$ cat config.mk
export PLATFORM = sky130hd
export DESIGN_NAME = motor_feedback_frame_receiver_unit
export DESIGN_NICKNAME = d
export VERILOG_FILES = /design/src/rtl/mfr_pkg.sv /design/src/rtl/mfr_front.sv /design/src/rtl/mfr_queue.sv /design/src/rtl/mfr_back.sv /design/src/rtl/motor_feedback_frame_receiver_unit.sv
export SDC_FILE = /design/constraint.sdc
export NUM_CORES = 1
export LEC_CHECK = 0
export ABC_AREA = 1
export BUFFER_PORTS_ARGS = -buffer_cell sky130_fd_sc_hd__buf_2
export CAP_MARGIN = 10
export CELL_PAD_IN_SITES_DETAIL_PLACEMENT = 1
export CELL_PAD_IN_SITES_GLOBAL_PLACEMENT = 2
export CORE_AREA = 4 4 237 239
export DETAILED_ROUTE_END_ITERATION = 8
export DIE_AREA = 0 0 241 243
export GPL_TIMING_DRIVEN = 0
export PLACE_DENSITY = 0.89
export SLEW_MARGIN = 5
export SYNTH_ARGS = -nofsm -noshare
export SYNTH_HDL_FRONTEND = slang
export SYNTH_SLANG_ARGS = --single-unit
export TNS_END_PERCENT = 10
$ cat constraint.sdc
create_clock -name clk -period 8.9 [get_ports clk]
set_input_delay 1.78 -clock clk [delete_from_list [all_inputs] [get_ports clk]]
set_output_delay 1.78 -clock clk [all_outputs]
set_load 0.005 [all_outputs]
$ cat src/rtl/mfr_pkg.sv
package mfr_pkg;

	localparam int FRAME_LENGTH = 18;
	localparam int LAST_POS = FRAME_LENGTH - 1;
	localparam int BODY_POS = 2;
	localparam int WORD_COUNT = FRAME_LENGTH / 2;
	localparam int POS_W = 5;
	localparam int BUSY_BIT = 8;
	localparam logic [15:0] MARKER_RESET = 16'hABCD;

	localparam int QUEUE_DEPTH = 2;
	localparam int QUEUE_AW = 1;
	localparam int QUEUE_CW = 2;

	typedef struct packed {
		logic [7:0] rx_byte;
		logic       mission_active;
	} in_item_t;

	typedef struct packed {
		logic signed [15:0] word_cmd1;
		logic signed [15:0] word_cmd2;
		logic signed [15:0] speed_right;
		logic signed [15:0] speed_left;
		logic signed [15:0] battery_voltage;
		logic signed [15:0] board_temperature;
		logic        [15:0] led_word;
		logic               busy_res;
		logic signed [15:0] distance_left;
		logic signed [15:0] distance_right;
	} out_item_t;

	// Checked frame on its way from the deframer to the result stage.
	typedef struct packed {
		logic signed [15:0] cmd1;
		logic signed [15:0] cmd2;
		logic signed [15:0] speed_right;
		logic signed [15:0] speed_left;
		logic signed [15:0] battery_voltage;
		logic signed [15:0] board_temperature;
		logic        [15:0] led_word;
		logic               mission_active;
	} frame_t;

	typedef struct packed {
		logic push;
		logic pop;
	} queue_ctl_t;

	typedef struct packed {
		logic full;
		logic valid;
	} queue_sts_t;

endpackage

$ cat src/rtl/mfr_front.sv
module mfr_front (
	input  logic              clk,
	input  logic              arst_n,
	input  logic              cfg_wr_en,
	input  logic [15:0]       cfg_wr_data,
	input  logic              accept,
	input  mfr_pkg::in_item_t item,
	output logic              push,
	output mfr_pkg::frame_t   frame
);

	logic [15:0]                   marker_q;
	logic [7:0]                    prev_q;
	logic [mfr_pkg::POS_W-1:0]     pos_q;
	logic [7:0]                    bytes_q [mfr_pkg::FRAME_LENGTH];

	logic [15:0]                   pattern;
	logic                          hit;
	logic                          in_frame;
	logic                          last;
	logic [15:0]                   words [mfr_pkg::WORD_COUNT];
	logic [15:0]                   xsum;

	assign pattern  = {item.rx_byte, prev_q};
	assign hit      = (pattern == marker_q);
	assign in_frame = (pos_q >= mfr_pkg::POS_W'(mfr_pkg::BODY_POS)) &&
	                  (pos_q < mfr_pkg::POS_W'(mfr_pkg::FRAME_LENGTH));
	assign last     = !hit && (pos_q == mfr_pkg::POS_W'(mfr_pkg::LAST_POS));

	// Final word takes the incoming byte as its high half.
	always_comb begin
		for (int k = 0; k < mfr_pkg::WORD_COUNT - 1; k++) begin
			words[k] = {bytes_q[2*k+1], bytes_q[2*k]};
		end
		words[mfr_pkg::WORD_COUNT-1] = {item.rx_byte, bytes_q[mfr_pkg::LAST_POS-1]};
		xsum = '0;
		for (int k = 0; k < mfr_pkg::WORD_COUNT - 1; k++) begin
			xsum = xsum ^ words[k];
		end
	end

	assign push = accept && last && (xsum == words[mfr_pkg::WORD_COUNT-1]);

	always_comb begin
		frame.cmd1              = words[1];
		frame.cmd2              = words[2];
		frame.speed_right       = words[3];
		frame.speed_left        = words[4];
		frame.battery_voltage   = words[5];
		frame.board_temperature = words[6];
		frame.led_word          = words[7];
		frame.mission_active    = item.mission_active;
	end

	always_ff @(posedge clk or negedge arst_n) begin
		if (!arst_n) begin
			marker_q <= mfr_pkg::MARKER_RESET;
			prev_q   <= '0;
			pos_q    <= '0;
		end else begin
			if (cfg_wr_en) begin
				marker_q <= cfg_wr_data;
			end
			if (accept) begin
				prev_q <= item.rx_byte;
				if (hit) begin
					pos_q <= mfr_pkg::POS_W'(mfr_pkg::BODY_POS);
				end else if (last) begin
					pos_q <= '0;
				end else if (in_frame) begin
					pos_q <= pos_q + 1'b1;
				end
			end
		end
	end

	// Frame store: start pair on a marker hit, otherwise one byte at the position.
	always_ff @(posedge clk) begin
		if (accept) begin
			if (hit) begin
				bytes_q[0] <= prev_q;
				bytes_q[1] <= item.rx_byte;
			end else if (in_frame) begin
				for (int i = mfr_pkg::BODY_POS; i < mfr_pkg::FRAME_LENGTH; i++) begin
					if (pos_q == mfr_pkg::POS_W'(i)) begin
						bytes_q[i] <= item.rx_byte;
					end
				end
			end
		end
	end

endmodule

$ cat src/rtl/mfr_queue.sv
module mfr_queue (
	input  logic                  clk,
	input  logic                  arst_n,
	input  mfr_pkg::queue_ctl_t   ctl,
	input  mfr_pkg::frame_t       wr_data,
	output mfr_pkg::queue_sts_t   sts,
	output mfr_pkg::frame_t       rd_data
);

	mfr_pkg::frame_t                mem_q [mfr_pkg::QUEUE_DEPTH];
	logic [mfr_pkg::QUEUE_AW-1:0]   wr_ptr_q;
	logic [mfr_pkg::QUEUE_AW-1:0]   rd_ptr_q;
	logic [mfr_pkg::QUEUE_CW-1:0]   count_q;
	logic                           do_push;
	logic                           do_pop;

	assign sts.full  = (count_q == mfr_pkg::QUEUE_CW'(mfr_pkg::QUEUE_DEPTH));
	assign sts.valid = (count_q != '0);
	assign do_push   = ctl.push && !sts.full;
	assign do_pop    = ctl.pop && sts.valid;
	assign rd_data   = mem_q[rd_ptr_q];

	always_ff @(posedge clk or negedge arst_n) begin
		if (!arst_n) begin
			wr_ptr_q <= '0;
			rd_ptr_q <= '0;
			count_q  <= '0;
		end else begin
			if (do_push) begin
				wr_ptr_q <= wr_ptr_q + 1'b1;
			end
			if (do_pop) begin
				rd_ptr_q <= rd_ptr_q + 1'b1;
			end
			case ({do_push, do_pop})
				2'b10:   count_q <= count_q + 1'b1;
				2'b01:   count_q <= count_q - 1'b1;
				default: count_q <= count_q;
			endcase
		end
	end

	always_ff @(posedge clk) begin
		if (do_push) begin
			mem_q[wr_ptr_q] <= wr_data;
		end
	end

endmodule

$ cat src/rtl/mfr_back.sv
module mfr_back (
	input  logic                 clk,
	input  logic                 arst_n,
	input  logic                 frame_valid,
	input  mfr_pkg::frame_t      frame,
	output logic                 pop,
	output logic                 res_valid,
	input  logic                 res_stall,
	output mfr_pkg::out_item_t   res_item
);

	logic                        res_valid_q;
	mfr_pkg::out_item_t          res_q;
	logic signed [15:0]          held_left_q;
	logic signed [15:0]          held_right_q;
	logic                        busy;
	logic signed [15:0]          next_left;
	logic signed [15:0]          next_right;

	assign busy = frame.led_word[mfr_pkg::BUSY_BIT];
	assign pop  = frame_valid && (!res_valid_q || !res_stall);

	always_comb begin
		next_left  = held_left_q;
		next_right = held_right_q;
		if (busy) begin
			next_left  = frame.cmd1;
			next_right = frame.cmd2;
		end else if (!frame.mission_active) begin
			next_left  = '0;
			next_right = '0;
		end
	end

	always_ff @(posedge clk or negedge arst_n) begin
		if (!arst_n) begin
			res_valid_q  <= 1'b0;
			held_left_q  <= '0;
			held_right_q <= '0;
		end else begin
			if (pop) begin
				res_valid_q  <= 1'b1;
				held_left_q  <= next_left;
				held_right_q <= next_right;
			end else if (!res_stall) begin
				res_valid_q <= 1'b0;
			end
		end
	end

	always_ff @(posedge clk) begin
		if (pop) begin
			res_q.word_cmd1         <= frame.cmd1;
			res_q.word_cmd2         <= frame.cmd2;
			res_q.speed_right       <= frame.speed_right;
			res_q.speed_left        <= frame.speed_left;
			res_q.battery_voltage   <= frame.battery_voltage;
			res_q.board_temperature <= frame.board_temperature;
			res_q.led_word          <= frame.led_word;
			res_q.busy_res          <= busy;
			res_q.distance_left     <= next_left;
			res_q.distance_right    <= next_right;
		end
	end

	assign res_valid = res_valid_q;
	assign res_item  = res_q;

endmodule

$ cat src/rtl/motor_feedback_frame_receiver_unit.sv
// Motor feedback frame receiver.
// Byte channel (byte_valid / byte_stall / byte_item): one UART byte per item
// plus the mission flag. Bytes are deframed into an 18-byte frame of nine
// little-endian words that opens with the start marker (low byte first); a
// marker pair seen anywhere restarts the frame.
// Result channel (res_valid / res_stall / res_item): one item per frame whose
// XOR of words 0..7 equals word 8; bad frames are dropped without a result.
// cfg_wr_en / cfg_wr_data write the 16-bit start marker (0xABCD after reset);
// write it only while the block is idle.
// Throughput: one byte per cycle while byte_stall is low. The deframer checks
// the frame in the cycle its last byte is accepted and writes it to the frame
// queue at that edge; the output register loads it from the queue once it is
// not holding a stalled item, and res_valid then rises.
// Stalls: the output register holds its item while res_stall is high; the
// two-entry frame queue absorbs further frames, and byte_stall rises only
// when that queue is full.
// Reset: clears the byte position, previous byte, held distances, queue and
// output valid, and restores the start marker.
module motor_feedback_frame_receiver_unit (
	input  logic                 clk,
	input  logic                 arst_n,
	input  logic                 cfg_wr_en,
	input  logic [15:0]          cfg_wr_data,
	input  logic                 byte_valid,
	output logic                 byte_stall,
	input  mfr_pkg::in_item_t    byte_item,
	output logic                 res_valid,
	input  logic                 res_stall,
	output mfr_pkg::out_item_t   res_item
);

	logic                  accept;
	logic                  push;
	logic                  pop;
	mfr_pkg::frame_t       frame_in;
	mfr_pkg::frame_t       frame_out;
	mfr_pkg::queue_ctl_t   q_ctl;
	mfr_pkg::queue_sts_t   q_sts;

	// Hold bytes back only while the queue has no room for a finished frame.
	assign byte_stall = q_sts.full;
	assign accept     = byte_valid && !byte_stall;

	assign q_ctl.push = push;
	assign q_ctl.pop  = pop;

	// Front: marker detect, byte position, frame store and checksum.
	mfr_front u_front (
		.clk         (clk),
		.arst_n      (arst_n),
		.cfg_wr_en   (cfg_wr_en),
		.cfg_wr_data (cfg_wr_data),
		.accept      (accept),
		.item        (byte_item),
		.push        (push),
		.frame       (frame_in)
	);

	// Checked frames wait here so each side can stall on its own.
	mfr_queue u_queue (
		.clk     (clk),
		.arst_n  (arst_n),
		.ctl     (q_ctl),
		.wr_data (frame_in),
		.sts     (q_sts),
		.rd_data (frame_out)
	);

	// Back: distance hold update and output register.
	mfr_back u_back (
		.clk         (clk),
		.arst_n      (arst_n),
		.frame_valid (q_sts.valid),
		.frame       (frame_out),
		.pop         (pop),
		.res_valid   (res_valid),
		.res_stall   (res_stall),
		.res_item    (res_item)
	);

endmodule
==> tab_implementation.tex <==
\begin{tabular}{lr}
\hline
Metric & Value \\
\hline
\multicolumn{2}{l}{\textbf{Layout}} \\
Final design utilization & 0.492 \\
Number of diodes & 0 \\
NumNets Final & 2,017 \\
Layout cells sized above 1 & 0.213 \\
Number of filler instances in the final layout & 5,537 \\
Area delta synth->final & 17.8\% \\
Multi-input gate area in the final layout & 0.00490 mm² \\
FF+latch area & 0.0169 mm² \\
\multicolumn{2}{l}{\textbf{STA}} \\
Pin slew with the least headroom to its limit & 1170 ps \\
Slew Limit Fails & 0 \\
Setup Viol. Count Final & 0 \\
Worst clock skew & 20.8 ps \\
Max frequency & 214 MHz \\
Final period util & 0.524 \\
Relative slew margins & 0.215 \\
Final Hold Slack & 500 ps \\
Min cycle time layout & 4670 ps \\
Hold Fails Final Rpt & 0 \\
RSZ-0062 raised after global routing & no \\
Fin worst setup slack & 4230 ps \\
\multicolumn{2}{l}{\textbf{Worst setup path}} \\
Start of the worst register-to-register path & u\_front.bytes\_q[6][4] \\
Type of the worst setup path & in -> reg \\
Data required, critical path & 9210 ps \\
Cells along the critical path & buf\_2 > inv\_1 > nand2\_1 > a21oi\_1 > and2\_1 > nand3\_2 > nand3\_1 > nor2\_1 > nand3\_1 > nor2\_2 > nand3\_2 > nor2\_4 > buf\_12 > buf\_16 \\
Crit-path max cell delay & 780 ps \\
Kind of start point of the critical path & input port \\
Depth of the most critical reg-to-reg path & 11 \\
CP Data Arrival Time & 4980 ps \\
Cell with the largest stage delay on the worst path & sky130\_fd\_sc\_hd\_\_nor2\_4 \\
Register-to-Register Setup Slack & 5350 ps \\
Reg2Reg Capture Point & u\_queue.mem\_q[0][50] \\
Critical Path Sink Type & flop \\
Worst Path Max Fanout & 30 \\
\multicolumn{2}{l}{\textbf{Placement}} \\
GP Congestion & 0.858 \\
Half-perimeter wire length after detailed placement & 42,600 µm \\
Count of input and output buffers & 175 \\
Post-Place Worst Slack & 3580 ps \\
\multicolumn{2}{l}{\textbf{Clock tree}} \\
Hold Buf Count CTS & 0 \\
Quantity of gates resized following cts & 0 \\
Post-CTS setup buffers & 0 \\
H-tree depth reported by CTS & 2 \\
Clock tree from TritonCTS & yes \\
Max Root-Sink Buffers & 3 \\
Clock-pin transition on the worst setup and hold timing paths & 60 ps \\
Root buffer cell & sky130\_fd\_sc\_hd\_\_clkbuf\_16 \\
Sink count of the clock tree & 572 \\
Later-pin clock latency in the skew report & 610 ps \\
Cts bufs inserted & 57 \\
\multicolumn{2}{l}{\textbf{Yosys}} \\
Post-synth top area cell & sky130\_fd\_sc\_hd\_\_edfxtp\_1 \\
Leading cell types by count after synthesis & sky130\_fd\_sc\_hd\_\_nand2\_1, sky130\_fd\_sc\_hd\_\_edfxtp\_1, sky130\_fd\_sc\_hd\_\_inv\_1 \\
Fraction of post-synthesis cell area in the top cell type by area & 0.675 \\
Number of warnings printed during yosys synthesis & 0 \\
Post-Syn Area per Cell & 13.0 µm² \\
Combined area of all synthesized cells & 0.0225 mm² \\
Cell types occupying the most area after synthesis & sky130\_fd\_sc\_hd\_\_edfxtp\_1, sky130\_fd\_sc\_hd\_\_nand2\_1, sky130\_fd\_sc\_hd\_\_dfrtp\_1, sky130\_fd\_sc\_hd\_\_inv\_1, sky130\_fd\_sc\_hd\_\_nand3\_2 \\
Most used flip-flop cell after synthesis & sky130\_fd\_sc\_hd\_\_edfxtp\_1 \\
Register bit total from synthesis & 572 \\
Share of flip-flops with an asynchronous set or reset after synthesis & 0.115 \\
Number of enable-type register cells in the synthesized netlist & 506 \\
Most used standard cell by instance count after synthesis & sky130\_fd\_sc\_hd\_\_nand2\_1 \\
Number of distinct library cells after synthesis & 32 \\
Number of instances in the synthesized netlist & 1,734 \\
Share of the yosys chip area belonging to registers & 0.749 \\
Post-synthesis net count & 1,770 \\
\multicolumn{2}{l}{\textbf{Pwr}} \\
Cell leakage power & 10.7 nW \\
Peak supply drop & 0.177 mV \\
Power per cell area & 307 mW/mm² \\
\multicolumn{2}{l}{\textbf{Floorplan}} \\
Die Y-Extent & 243 µm \\
Site row count & 85 \\
Die ar. & 0.0586 mm² \\
Initial Utilization & 0.418 \\
Ports & 177 \\
Placeable core region & 0.0538 mm² \\
Width of the chip & 241 µm \\
\multicolumn{2}{l}{\textbf{Min path}} \\
Hold path startpoint & u\_front.bytes\_q[7][1] \\
WHS Endpoint & u\_queue.mem\_q[1][74] \\
Hold depth & 0 \\
Hold crit path type & reg -> reg \\
\multicolumn{2}{l}{\textbf{Drt}} \\
First drt pass iteration count & 5 \\
Number of routed nets with antenna violations & 0 \\
Per-cell routed wire length & 22.1 µm \\
Total wire length & 60,200 µm \\
Initial drt markers & 992 \\
Via Count & 13,853 \\
Post-route DRC & 0 \\
Avg Vias per Cell & 5.09 \\
\multicolumn{2}{l}{\textbf{Global route}} \\
Total global-route track usage & 0.205 \\
Largest net degree at the start of global routing & 65 \\
First-pass GRT wire length & 90,500 µm \\
Total overflow reported by the global router & 0 \\
Number of antenna violations at the first check in global routing & 1 \\
Vias in the first global route & 15,070 \\
\multicolumn{2}{l}{\textbf{Status}} \\
Outcome & completed \\
\multicolumn{2}{l}{\textbf{Run}} \\
Number of maximum-capacitance constraint violations & 0 \\
\hline
\end{tabular}
==> state kept, by name, summed over array words and instances (netlist names) <==
register,flops
u_queue.count_q,2
u_back.held_left_q,16
u_front.prev_q,8
u_queue.rd_ptr_q,1
u_queue.mem_q,226
u_back.held_right_q,16
u_back.res_item,144
u_front.bytes_q,136
u_queue.wr_ptr_q,1
u_front.pos_q,5
u_front.marker_q,16
u_back.res_valid,1
==> worst max-delay path by stage <==
stage,from,cells after the start,slack (ps),end
6_report,byte_item[2],14,4230,u_queue.mem_q[0][50]
5_1_grt,byte_item[2],14,4020,u_queue.mem_q[0][72]
4_1_cts,byte_item[2],14,4180,u_queue.mem_q[0][72]
3_5_place_dp,byte_item[2],14,3580,u_queue.mem_q[1][49]
3_3_place_gp,byte_item[2],12,-2860,u_queue.mem_q[1][59]
2_1_floorplan,byte_item[5],13,970,u_queue.mem_q[0][0]
==> layout make-up <==
class	count	share of cell area
plain buffers	45	0.00902
well taps	696	0.0329
flip-flops and latches	572	0.636
repair buffers	188	0.0436
inverters	141	0.0200
clock buffers	75	0.0587
clock inverters	30	0.0148
multi-input cells	976	0.185
==> through the flow <==
stage	setup TNS [ps]	power [mW]	cell area, µm²	cells
after floorplan	0	4.84	22500	1734
after global placement	-656160	5.63	24200	2605
after detailed placement	0	5.71	24600	2618
after CTS	0	8.25	26500	2723
after global routing	0	8.59	26500	2723
final	0	8.14	26500	2723
==> layer usage <==
metal	global-route usage	vias up	wire length [µm]
met4	0.0651	0	1910
met3	0.0366	111	3010
met1	0.251	7019	23900
met5	0	-	0
met2	0.369	373	31400
li1	-	6350	-
==> placed cells by master (no fill, tap or decap), types with 20 or more instances in the layout <==
master and n:
sky130_fd_sc_hd__clkbuf_1 36, sky130_fd_sc_hd__buf_2 189, sky130_fd_sc_hd__nand2_1 602, sky130_fd_sc_hd__o21ai_0 44, sky130_fd_sc_hd__inv_1 137, sky130_fd_sc_hd__o21ai_2 34
sky130_fd_sc_hd__edfxtp_1 506, sky130_fd_sc_hd__nand3_1 48, sky130_fd_sc_hd__nand3_2 34, sky130_fd_sc_hd__xnor2_1 20, sky130_fd_sc_hd__clkbuf_16 59, sky130_fd_sc_hd__nor2_1 39
sky130_fd_sc_hd__or2_2 33, sky130_fd_sc_hd__nand3b_1 33, sky130_fd_sc_hd__xor2_1 36, sky130_fd_sc_hd__dfrtp_1 56
==> kinds of logic (layout without fill, tap and decap cells) <==
| kind of cell | count (synthesis) | in the layout | synth area share |
|---|---|---|---|
| mux | 15 | 15 | 0.00751 |
| flops | 572 | 572 | 0.749 |
| compound gates | 88 | 88 | 0.0256 |
| fa+ha+maj | 6 | 6 | 0.00334 |
| xor+xnor | 56 | 56 | 0.0218 |
| buf+inv | 186 | 479 | 0.0340 |
| simple gates | 811 | 811 | 0.159 |
==> report_power, final <==
part | leakage, nW | switching (mW) | internal (mW)
clock | 0.957 | 1.00 | 1.51
combinational | 4.31 | 1.23 | 0.605
sequential | 5.47 | 0.231 | 3.57
total | 10.7 | 2.46 | 5.68
==> worst max-delay path: cells and delay by family <==
kind | cells | cell delay, ps
and+or+nand+nor | 9 | 1870
buffers and inverters | 4 | 1210
AOI/OAI and AO/OA | 1 | 60
(Power assumes the default switching activity.)
